**config.mk**
```make
export PLATFORM = sky130hd
export DESIGN_NAME = categorical_sampler_xorshift_core
export DESIGN_NICKNAME = d
export VERILOG_FILES = /design/src/design/csx_pkg.sv /design/src/design/categorical_sampler_xorshift_core.sv /design/src/design/csx_coin_gen.sv
export SDC_FILE = /design/constraint.sdc
export NUM_CORES = 2
export LEC_CHECK = 0
export BUFFER_PORTS_ARGS = -buffer_cell sky130_fd_sc_hd__buf_2
export CAP_MARGIN = 20
export CORE_ASPECT_RATIO = 1.2
export CORE_UTILIZATION = 41
export CTS_BUF_LIST = sky130_fd_sc_hd__clkbuf_4 sky130_fd_sc_hd__clkbuf_8 sky130_fd_sc_hd__clkbuf_16
export DETAILED_ROUTE_END_ITERATION = 8
export PLACE_DENSITY = 0.58
export SLEW_MARGIN = 20
export SYNTH_ARGS = -nofsm -noshare
export SYNTH_HDL_FRONTEND = slang
export SYNTH_SLANG_ARGS = --single-unit
```
**constraint.sdc**
```tcl
create_clock -name clk -period 9.5 [get_ports clk]
set_input_delay 0.95 -clock clk [delete_from_list [all_inputs] [get_ports clk]]
set_output_delay 0.95 -clock clk [all_outputs]
set_load 0.02 [all_outputs]
```
**src/design/csx_pkg.sv**
```systemverilog
`timescale 1ns / 1ps
// Package for the categorical sampler: widths, constants, the generator step
// and the coin channel type. Used by csx_coin_gen and the top level.
package csx_pkg;

    localparam int unsigned MAX_ITEMS      = 131072;
    localparam int unsigned PROB_FRAC_BITS = 24;

    localparam int unsigned PROB_W  = 25;
    localparam int unsigned IDX_W   = 17;
    localparam int unsigned COIN_W  = 24;
    localparam int unsigned SUM_W   = 42;
    localparam int unsigned STATE_W = 64;

    localparam int unsigned IDX_FIELD_MAX = (1 << IDX_W) - 1;
    localparam int unsigned IDX_CAP_INT   =
        (MAX_ITEMS - 1 > IDX_FIELD_MAX) ? IDX_FIELD_MAX : MAX_ITEMS - 1;
    localparam logic [IDX_W-1:0] IDX_CAP  = IDX_W'(IDX_CAP_INT);

    localparam int unsigned COIN_SHL = (PROB_FRAC_BITS >= COIN_W) ? PROB_FRAC_BITS - COIN_W : 0;
    localparam int unsigned COIN_SHR = (PROB_FRAC_BITS >= COIN_W) ? 0 : COIN_W - PROB_FRAC_BITS;

    localparam logic [31:0] MULT_LO = 32'h4F6CDD1D;
    localparam logic [31:0] MULT_HI = 32'h2545F491;

    localparam int unsigned FIFO_DEPTH = 4;
    localparam int unsigned PTR_W      = $clog2(FIFO_DEPTH);
    localparam int unsigned CNT_W      = $clog2(FIFO_DEPTH + 1);

    typedef struct packed {
        logic              valid;
        logic [COIN_W-1:0] coin;
    } coin_status_t;

    function automatic logic [STATE_W-1:0] xorshift_step(input logic [STATE_W-1:0] s_in);
        logic [STATE_W-1:0] s;
        s = s_in;
        s = s ^ (s >> 12);
        s = s ^ (s << 25);
        s = s ^ (s >> 27);
        return s;
    endfunction

endpackage

```
**src/design/categorical_sampler_xorshift_core.sv**
```systemverilog
`timescale 1ns / 1ps
// Categorical sampler top level: accumulates a streamed probability vector and
// picks an index by inverse CDF. Depends on csx_pkg and csx_coin_gen.
//
// Usage: probabilities arrive on the input channel (probability, last_item,
// in_valid/in_ready), one element per request, Q1.24 unsigned. On the first
// element of a vector a coin drawn from a xorshift64* generator is taken. On
// the element flagged last_item one result request appears on the output channel
// (chosen_index, fell_through, out_valid/out_ready) in the next cycle. Throughput
// is one element per cycle unless stalled; the coin multiplier runs ahead in a
// two-stage pipeline feeding a four-entry coin queue, so coins keep pace with
// back-to-back one-element vectors. After reset or a seed write the first coin
// passes st_a, the products and the queue, and in_ready stays low on a vector's
// first element until then. When the receiver stalls, the result stays in the
// output register and in_ready drops until it is taken. Reset loads the generator
// with seed 1 and clears all vector state; seed_wr_en with seed reloads the
// generator and discards queued coins, keeping the coin of a vector in progress.
module categorical_sampler_xorshift_core (
    input  logic                          clk,
    input  logic                          rst_n,
    input  logic                          seed_wr_en,
    input  logic [csx_pkg::STATE_W-1:0]   seed,
    input  logic                          in_valid,
    output logic                          in_ready,
    input  logic [csx_pkg::PROB_W-1:0]    probability,
    input  logic                          last_item,
    output logic                          out_valid,
    input  logic                          out_ready,
    output logic [csx_pkg::IDX_W-1:0]     chosen_index,
    output logic                          fell_through
);

    csx_pkg::coin_status_t        coin_st;
    logic                         pop;
    logic                         in_fire;
    logic                         out_free;
    logic                         first_item;

    logic [csx_pkg::COIN_W-1:0]   coin_reg;
    logic [csx_pkg::SUM_W-1:0]    sum_reg;
    logic [csx_pkg::IDX_W-1:0]    pos_reg;
    logic                         hit_reg;
    logic [csx_pkg::IDX_W-1:0]    hit_idx_reg;
    logic                         out_valid_reg;
    logic [csx_pkg::IDX_W-1:0]    out_idx_reg;
    logic                         out_fell_reg;

    logic [csx_pkg::COIN_W-1:0]   coin_cur;
    logic [csx_pkg::SUM_W:0]      sum_wide;
    logic [csx_pkg::SUM_W-1:0]    sum_next;
    logic [csx_pkg::SUM_W-1:0]    coin_aligned;
    logic                         hit_now;
    logic                         hit_next;
    logic [csx_pkg::IDX_W-1:0]    hit_idx_next;

    csx_coin_gen u_coin_gen (
        .clk        (clk),
        .rst_n      (rst_n),
        .seed_wr_en (seed_wr_en),
        .seed       (seed),
        .pop        (pop),
        .coin_st    (coin_st)
    );

    assign out_free   = !out_valid_reg || out_ready;
    assign first_item = (pos_reg == '0);
    assign in_ready   = out_free && (!first_item || coin_st.valid);
    assign in_fire    = in_valid && in_ready;
    assign pop        = in_fire && first_item;

    assign coin_cur = first_item ? coin_st.coin : coin_reg;
    assign sum_wide = {1'b0, sum_reg} + (csx_pkg::SUM_W+1)'(probability);
    assign sum_next = sum_wide[csx_pkg::SUM_W] ? '1 : sum_wide[csx_pkg::SUM_W-1:0];
    assign coin_aligned = (csx_pkg::SUM_W'(coin_cur) << csx_pkg::COIN_SHL) >> csx_pkg::COIN_SHR;
    assign hit_now      = !hit_reg && (coin_aligned < sum_next);
    assign hit_next     = hit_reg || hit_now;
    assign hit_idx_next = hit_now ? pos_reg : hit_idx_reg;

    always_ff @(posedge clk or negedge rst_n)
    begin
        if (!rst_n)
        begin
            coin_reg      <= '0;
            sum_reg       <= '0;
            pos_reg       <= '0;
            hit_reg       <= 1'b0;
            hit_idx_reg   <= '0;
            out_valid_reg <= 1'b0;
        end
        else
        begin
            if (in_fire && last_item)
            begin
                out_valid_reg <= 1'b1;
            end
            else if (out_ready)
            begin
                out_valid_reg <= 1'b0;
            end
            if (in_fire)
            begin
                if (first_item)
                begin
                    coin_reg <= coin_st.coin;
                end
                if (last_item)
                begin
                    sum_reg       <= '0;
                    pos_reg       <= '0;
                    hit_reg       <= 1'b0;
                    hit_idx_reg   <= '0;
                end
                else
                begin
                    sum_reg     <= sum_next;
                    hit_reg     <= hit_next;
                    hit_idx_reg <= hit_idx_next;
                    if (pos_reg < csx_pkg::IDX_CAP)
                    begin
                        pos_reg <= pos_reg + 1'b1;
                    end
                end
            end
        end
    end

    always_ff @(posedge clk)
    begin
        if (in_fire && last_item)
        begin
            out_idx_reg  <= hit_next ? hit_idx_next : pos_reg;
            out_fell_reg <= !hit_next;
        end
    end

    assign out_valid    = out_valid_reg;
    assign chosen_index = out_idx_reg;
    assign fell_through = out_fell_reg;

    a_last_gives_result: assert property (@(posedge clk) disable iff (!rst_n)
        in_fire && last_item |=> out_valid_reg)
        else $error("last element did not produce a result");

    a_last_clears_vector: assert property (@(posedge clk) disable iff (!rst_n)
        in_fire && last_item |=> (pos_reg == '0) && (sum_reg == '0) && !hit_reg)
        else $error("vector state not cleared after last element");

    a_pos_capped: assert property (@(posedge clk) disable iff (!rst_n)
        pos_reg <= csx_pkg::IDX_CAP)
        else $error("position beyond index cap");

    a_hit_behind_pos: assert property (@(posedge clk) disable iff (!rst_n)
        hit_reg |-> hit_idx_reg <= pos_reg)
        else $error("recorded hit index ahead of position");

endmodule

```
**src/design/csx_coin_gen.sv**
```systemverilog
`timescale 1ns / 1ps
// Coin generator: steps the xorshift64* state ahead of use, multiplies in
// two stages and queues coins in a small FIFO. Depends on csx_pkg.
module csx_coin_gen (
    input  logic                           clk,
    input  logic                           rst_n,
    input  logic                           seed_wr_en,
    input  logic [csx_pkg::STATE_W-1:0]    seed,
    input  logic                           pop,
    output csx_pkg::coin_status_t          coin_st
);

    logic [csx_pkg::STATE_W-1:0] gen_state_reg;
    logic [csx_pkg::STATE_W-1:0] st_a_reg;
    logic                        va_reg;
    logic [63:0]                 p0_reg;
    logic [31:0]                 p1_reg;
    logic [31:0]                 p2_reg;
    logic                        vb_reg;
    logic [csx_pkg::COIN_W-1:0]  fifo_mem [csx_pkg::FIFO_DEPTH];
    logic [csx_pkg::PTR_W-1:0]   wr_ptr_reg;
    logic [csx_pkg::PTR_W-1:0]   rd_ptr_reg;
    logic [csx_pkg::CNT_W-1:0]   count_reg;

    logic [csx_pkg::CNT_W:0]     occupancy;
    logic                        issue;
    logic [csx_pkg::STATE_W-1:0] gen_state_next;
    logic [31:0]                 mixed;
    logic [csx_pkg::CNT_W-1:0]   count_next;

    assign occupancy = (csx_pkg::CNT_W+1)'(count_reg) + (csx_pkg::CNT_W+1)'(va_reg)
                     + (csx_pkg::CNT_W+1)'(vb_reg);
    assign issue = occupancy < ((csx_pkg::CNT_W+1)'(csx_pkg::FIFO_DEPTH)
                              + (csx_pkg::CNT_W+1)'(pop));
    assign gen_state_next = csx_pkg::xorshift_step(gen_state_reg);
    assign mixed = p0_reg[63:32] + p1_reg + p2_reg;
    assign count_next = count_reg + csx_pkg::CNT_W'(vb_reg) - csx_pkg::CNT_W'(pop);

    always_ff @(posedge clk or negedge rst_n)
    begin
        if (!rst_n)
        begin
            gen_state_reg <= csx_pkg::STATE_W'(1);
            va_reg        <= 1'b0;
            vb_reg        <= 1'b0;
            wr_ptr_reg    <= '0;
            rd_ptr_reg    <= '0;
            count_reg     <= '0;
        end
        else if (seed_wr_en)
        begin
            gen_state_reg <= seed;
            va_reg        <= 1'b0;
            vb_reg        <= 1'b0;
            wr_ptr_reg    <= '0;
            rd_ptr_reg    <= '0;
            count_reg     <= '0;
        end
        else
        begin
            if (issue)
            begin
                gen_state_reg <= gen_state_next;
            end
            va_reg    <= issue;
            vb_reg    <= va_reg;
            count_reg <= count_next;
            if (vb_reg)
            begin
                wr_ptr_reg <= wr_ptr_reg + 1'b1;
            end
            if (pop)
            begin
                rd_ptr_reg <= rd_ptr_reg + 1'b1;
            end
        end
    end

    always_ff @(posedge clk)
    begin
        if (issue)
        begin
            st_a_reg <= gen_state_next;
        end
        p0_reg <= st_a_reg[31:0] * csx_pkg::MULT_LO;
        p1_reg <= 32'(st_a_reg[63:32] * csx_pkg::MULT_LO);
        p2_reg <= 32'(st_a_reg[31:0] * csx_pkg::MULT_HI);
        if (vb_reg)
        begin
            fifo_mem[wr_ptr_reg] <= mixed[31:8];
        end
    end

    assign coin_st.valid = (count_reg != '0);
    assign coin_st.coin  = fifo_mem[rd_ptr_reg];

    a_no_overfill: assert property (@(posedge clk) disable iff (!rst_n)
        occupancy <= (csx_pkg::CNT_W+1)'(csx_pkg::FIFO_DEPTH))
        else $error("coin queue overfilled");

    a_pop_needs_coin: assert property (@(posedge clk) disable iff (!rst_n)
        pop |-> count_reg != '0)
        else $error("coin taken from an empty queue");

    a_seed_flushes: assert property (@(posedge clk) disable iff (!rst_n)
        seed_wr_en |=> (count_reg == '0) && !va_reg && !vb_reg)
        else $error("seed write did not flush queued coins");

endmodule
```
-- After elaboration in Yosys (flattened, before gate mapping)
Memories as Yosys holds them, arrays and structs flattened.
Cells that the tools add are included.
- $add $sub $neg: 11
- multiply operators: 3
- order comparisons: 3
- mux-type cells: 22
- bitwise gates (word level): 3
- reduce and logical (&&, ||, !) cells: 20
- operator list (operator ; count):
    $mux W64 ; 2
    $mux W17 ; 5
    $mux W42 ; 2
    $xor A64 B37 Y64 ; 1
    $xor A64 B52 Y64 ; 1
    $xor A64 B64 Y64 ; 1
    $mul A32 B31 Y63 const B ; 1
    $add A42 B25 Y43 ; 1
    $lt A24 B42 Y1 ; 1
    $add A31 B32 Y32 ; 1
    $add A32 B32 Y32 ; 1
    $mul A32 B30 Y32 const B ; 1
    $mul A32 B31 Y32 const B ; 1
    $mux W24 ; 1
    $add A17 B1 Y17 const B ; 1
    $logic_not A17 Y1 ; 1
    $lt A17 B17 Y1 const B ; 1
    $reduce_bool A2 Y1 ; 5
    $mux W2 ; 4
    $mux W1 ; 7
    $logic_and A1 B1 Y1 ; 5
    $add A2 B1 Y2 const B ; 2
    $add A3 B1 Y4 ; 1
    $add A3 B1 Y4 const A ; 1
    9 further kinds ; 14
- register bits after elaboration: 384
- memory bits (writable): 96
- input port bits: 95
- output and inout port bits: 20
- word-level logic and storage cells: 81
- memories: 1
- memories (name ; words ; bits a word ; rd ports ; clocked after memory_dff ; write ports ; line ; text):
    u_coin_gen.fifo_mem ; 4 ; 24 ; 1 ; 0 ; 1 ; csx_coin_gen.sv:20 ; logic [csx_pkg::COIN_W-1:0] fifo_mem [csx_pkg::FIFO_DEPTH];

-- Logic depth before layout (Yosys ltp)
- depth in word-level cells: 10
- mapped depth: 27

-- By module
Synthesis repeated with hierarchy kept, for this count alone.
- cell total of the unflattened synthesis: 5233
- area total of the unflattened synthesis: 55175.4 um^2
- modules (own cells, without submodules) (module ; times used ; cells an instance ; area each (um^2) ; seq. area each (um^2)):
    csx_coin_gen ; 1 ; 4231 ; 46567.2 ; 8534.4
    categorical_sampler_xorshift_core ; 1 ; 1002 ; 8608.3 ; 3093.0

-- Worst setup path after synthesis
No wires, ideal clock.
- kind: register -> register
- start point: register u_coin_gen.st_a_reg[21] (netlist name)
- end point: register u_coin_gen.p0_reg[56]
- setup time: 0.120 ns
- data arrival time: 7.380 ns
- setup slack: 2.000 ns
- cell stages (with the launch flop): 26
- period minus slack after synthesis: 7.500 ns
- cells stage by stage: edfxtp_1 > inv_1 > fa_1 > inv_1 > fa_1 > inv_1 > fa_1 > fa_1 > inv_1 > fa_1 > fa_1 > fa_1 > inv_1 > fa_1 > inv_1 > ha_1 > a21o_1 > a221oi_1 > nand2b_1 > o21bai_1 > nand3_1 > a32o_1 > a21o_1 > o41ai_1 > o21ai_0 > xnor2_1
- word-level cells in the longest chain between the ends: 1
- ends and longest elaborated chain (item ; line ; text):
    start: declaration ; csx_coin_gen.sv:14 ; logic [csx_pkg::STATE_W-1:0] st_a_reg;
    start signal: assignment ; csx_coin_gen.sv:83 ; st_a_reg <= gen_state_next;
    $mul A32 B31 Y63 ; csx_coin_gen.sv:85 ; p0_reg <= st_a_reg[31:0] * csx_pkg::MULT_LO;
    end signal: assignment ; csx_coin_gen.sv:85 ;
    end: declaration ; csx_coin_gen.sv:16 ; logic [63:0] p0_reg;
Every way passes these cells.
A chain may end at the register's enable or synchronous reset.

-- Final worst setup path
- start point: register u_coin_gen.st_a_reg[15] (netlist name)
- end point: register u_coin_gen.p0_reg[56]
Same word-level chain as after synthesis.

==> metrics <==
status completed; Max stage delay on crit path 0.92 ns; row count 145; Die Wd 333.8 um; Final min period 8.491 ns; CP bufs+invs 2; max reg flops 96; GRT Residual Overflow 0; Setup TNS 0 ns; Distinct cells, synth 82; data arrival time of the critical path 9.00 ns; DR WL/cell 21.54 um; Hold Buf Count CTS 0; post-CTS setup buffers 0; Core Area 130600 sq um; Tot GR Track Use 22.70%; clock buffer depth 3; most used cell, CP fa_1; Worst-Skew Late Latency 0.63 ns; Cells after Synth 4967; CP Launch Type flop; largest net degree at the start of global routing 79; Seq cells post-synth 448; First DRT Iteration DRCs 1692; nets 6837; clk root buf clkbuf_16; CP endpoint kind flop; Die Area 133500 sq um; GP Congestion 0.9793; CP Cell Sequence fa_1 -> inv_1 -> fa_1 -> fa_1 -> fa_1 -> inv_1 -> fa_1 -> fa_1 -> fa_1 -> fa_1 -> ha_1 -> a21oi_1 -> o21a_1 -> o21ai_0 -> nand2b_1 -> o21bai_1 -> nand3_1 -> a32o_1 -> a21o_1 -> o41ai_1 -> o21ai_0 -> xnor2_1; CP required 10.01 ns; worst slew pin tran 1.027 ns; share of layout cells above drive strength 1 7.326%; vias in the first global route 37580; io pins 115; synth top area cells fa_1 31%, ha_1 18%, edfxtp_1 9.9%; worst hold path class in -> async; unrepaired setup endpoints after global routing no; first-pass GRT wire length 226500 um; Max-Cap Viols 0; Fin. Hold Viols 0; Critical Path Slowest Stage Cell edfxtp_1; Vias 34680; Starting Density 41.45%; port bufs 114; Rel. slew slack 31.03%; vias per cell 5.062; most frequent cells after synthesis 1220 x inv_1, 836 x fa_1, 788 x ha_1; area of the mapped netlist 54150 sq um; post-route clock period utilization 89.38%; final wirelength 147500 um; initial antenna violation count 1; asr flop ratio synth 39.06%; Die Ht 400.1 um; R2R setup slack 1.01 ns; sequential fraction of the synthesis area 21.47%; top-count cell post-synth inv_1; f_max 117.8 MHz; Clock Sink Count 448; Max Slew Vio Count 0; CTS Buf Count 51; post-synth top area cell fa_1; CTS tree yes; Largest delay share family, worst path adder cells; hpwl dp 125000 um; # H-tree levels 2; CP Max Fanout 10; # setup viols final 0; Syn Area/Cell 10.90 sq um; antenna cell count 0; clk_skew 0.02333 ns; PostCTS Resize Cnt 0; EDFF count, synth 178; most used flip-flop cell after synthesis edfxtp_1; Area Overhead vs Synth 8.464%; Yosys Warn Count 0; critical path start-end classification reg -> reg; syn nets 6686; Yosys top cell area share 30.91%; DRT antenna net count 0; Fillers 12340; Reg clk slew, reported paths 0.06 ns; DRT Pass-1 Iters 5; residual DRC count 0
final timing paths:
check	start	end	cells after the start
setup reg to reg	u_coin_gen.st_a_reg[15]$_DFFE_PN_	u_coin_gen.p0_reg[56]$_DFF_P_	22
min in group clk	sum_reg[0]$_DFFE_PN0P_	sum_reg[0]$_DFFE_PN0P_	2
hold reg to reg	sum_reg[0]$_DFFE_PN0P_	sum_reg[0]$_DFFE_PN0P_	2
hold / removal	rst_n	sum_reg[10]$_DFFE_PN0P_	1
setup / recovery	u_coin_gen.st_a_reg[15]$_DFFE_PN_	u_coin_gen.p0_reg[56]$_DFF_P_	22
max in group asynchronous	rst_n	u_coin_gen.gen_state_reg[42]$_DFFE_PN0P_	2
layer usage:
layer / vias to the layer above / routed length, um / global-route usage [%]
li1: 16190 / - / -
met1: 17540 / 61300 / 28.04
met2: 726 / 73650 / 40.23
met3: 214 / 5878 / 2.824
met4: 0 / 6717 / 9.076
met5: - / 0 / 0
logic make-up (layout without fill, tap and decap cells):
| family | after synthesis | after routing | share of synthesized area (%) |
|---|---|---|---|
| AND/OR/NAND/NOR | 590 | 590 | 5.277 |
| flip-flops | 448 | 448 | 21.47 |
| XOR/XNOR | 335 | 335 | 5.418 |
| multiplexers | 145 | 145 | 3.385 |
| AO/OA/AOI/OAI | 528 | 528 | 6.271 |
| adder cells (fa/ha/maj) | 1624 | 1624 | 49.11 |
| buffers and inverters | 1297 | 1490 | 9.062 |
worst register-to-register path, stage by stage, from the launching register on:
cell	delay (ns)
edfxtp_1	0.92
fa_1	0.62
inv_1	0.10
fa_1	0.50
fa_1	0.55
fa_1	0.51
inv_1	0.05
fa_1	0.57
fa_1	0.44
fa_1	0.52
fa_1	0.42
ha_1	0.30
a21oi_1	0.15
o21a_1	0.15
o21ai_0	0.12
nand2b_1	0.16
o21bai_1	0.52
nand3_1	0.20
a32o_1	0.31
a21o_1	0.22
o41ai_1	0.66
o21ai_0	0.24
xnor2_1	0.16
layout by cell type, fill, tap and decap left out, drive strengths merged, types with 14 or more instances in the layout:
cell,netlist,final
inv,1220,1225
fa,836,836
ha,788,788
xnor2,216,216
nand2,194,194
edfxtp,178,178
dfrtp,174,174
buf,29,174
o21ai,159,159
nor2,138,138
a21oi,136,136
xor2,119,119
dfxtp,95,95
clkbuf,48,64
mux2,62,62
mux2i,59,59
a21o,53,53
nand3,49,49
nor3,38,38
o21a,27,27
and2,27,27
nor2b,25,25
and3,25,25
mux4,24,24
nand4,20,20
nand2b,19,19
clkinv,0,19
a311o,18,18
a211oi,17,17
o21bai,16,16
nor4b,15,15
a31oi,14,14
cell type report:
cell class,count,area [sq um],share of cell area (%)
clock inverters,32,304.0,0.5177
flip-flops and latches,448,11630,19.80
repair buffers,175,1040,1.770
well taps,1690,2115,3.600
inverters,1220,4579,7.797
multi-input cells,3222,37640,64.09
clock buffers,63,1428,2.431
metrics by stage:
stage	hold slack (ns)	cells	worst slack [ns]	util, %	cell area (sq um)
floorplan	0.4428	4967	2.000	-	54150
global placement	0.4529	6755	1.080	43.63	56990
detailed placement	0.4723	6755	0.9405	43.63	56990
CTS	0.2835	6850	0.9284	44.96	58730
global route	0.3003	6850	0.5765	44.96	58730
finish	0.2809	6850	1.009	44.96	58730
Power is left out: the tool's default activity adds up to more than one toggle a clock period on the data nets, which glitch-free logic cannot reach.
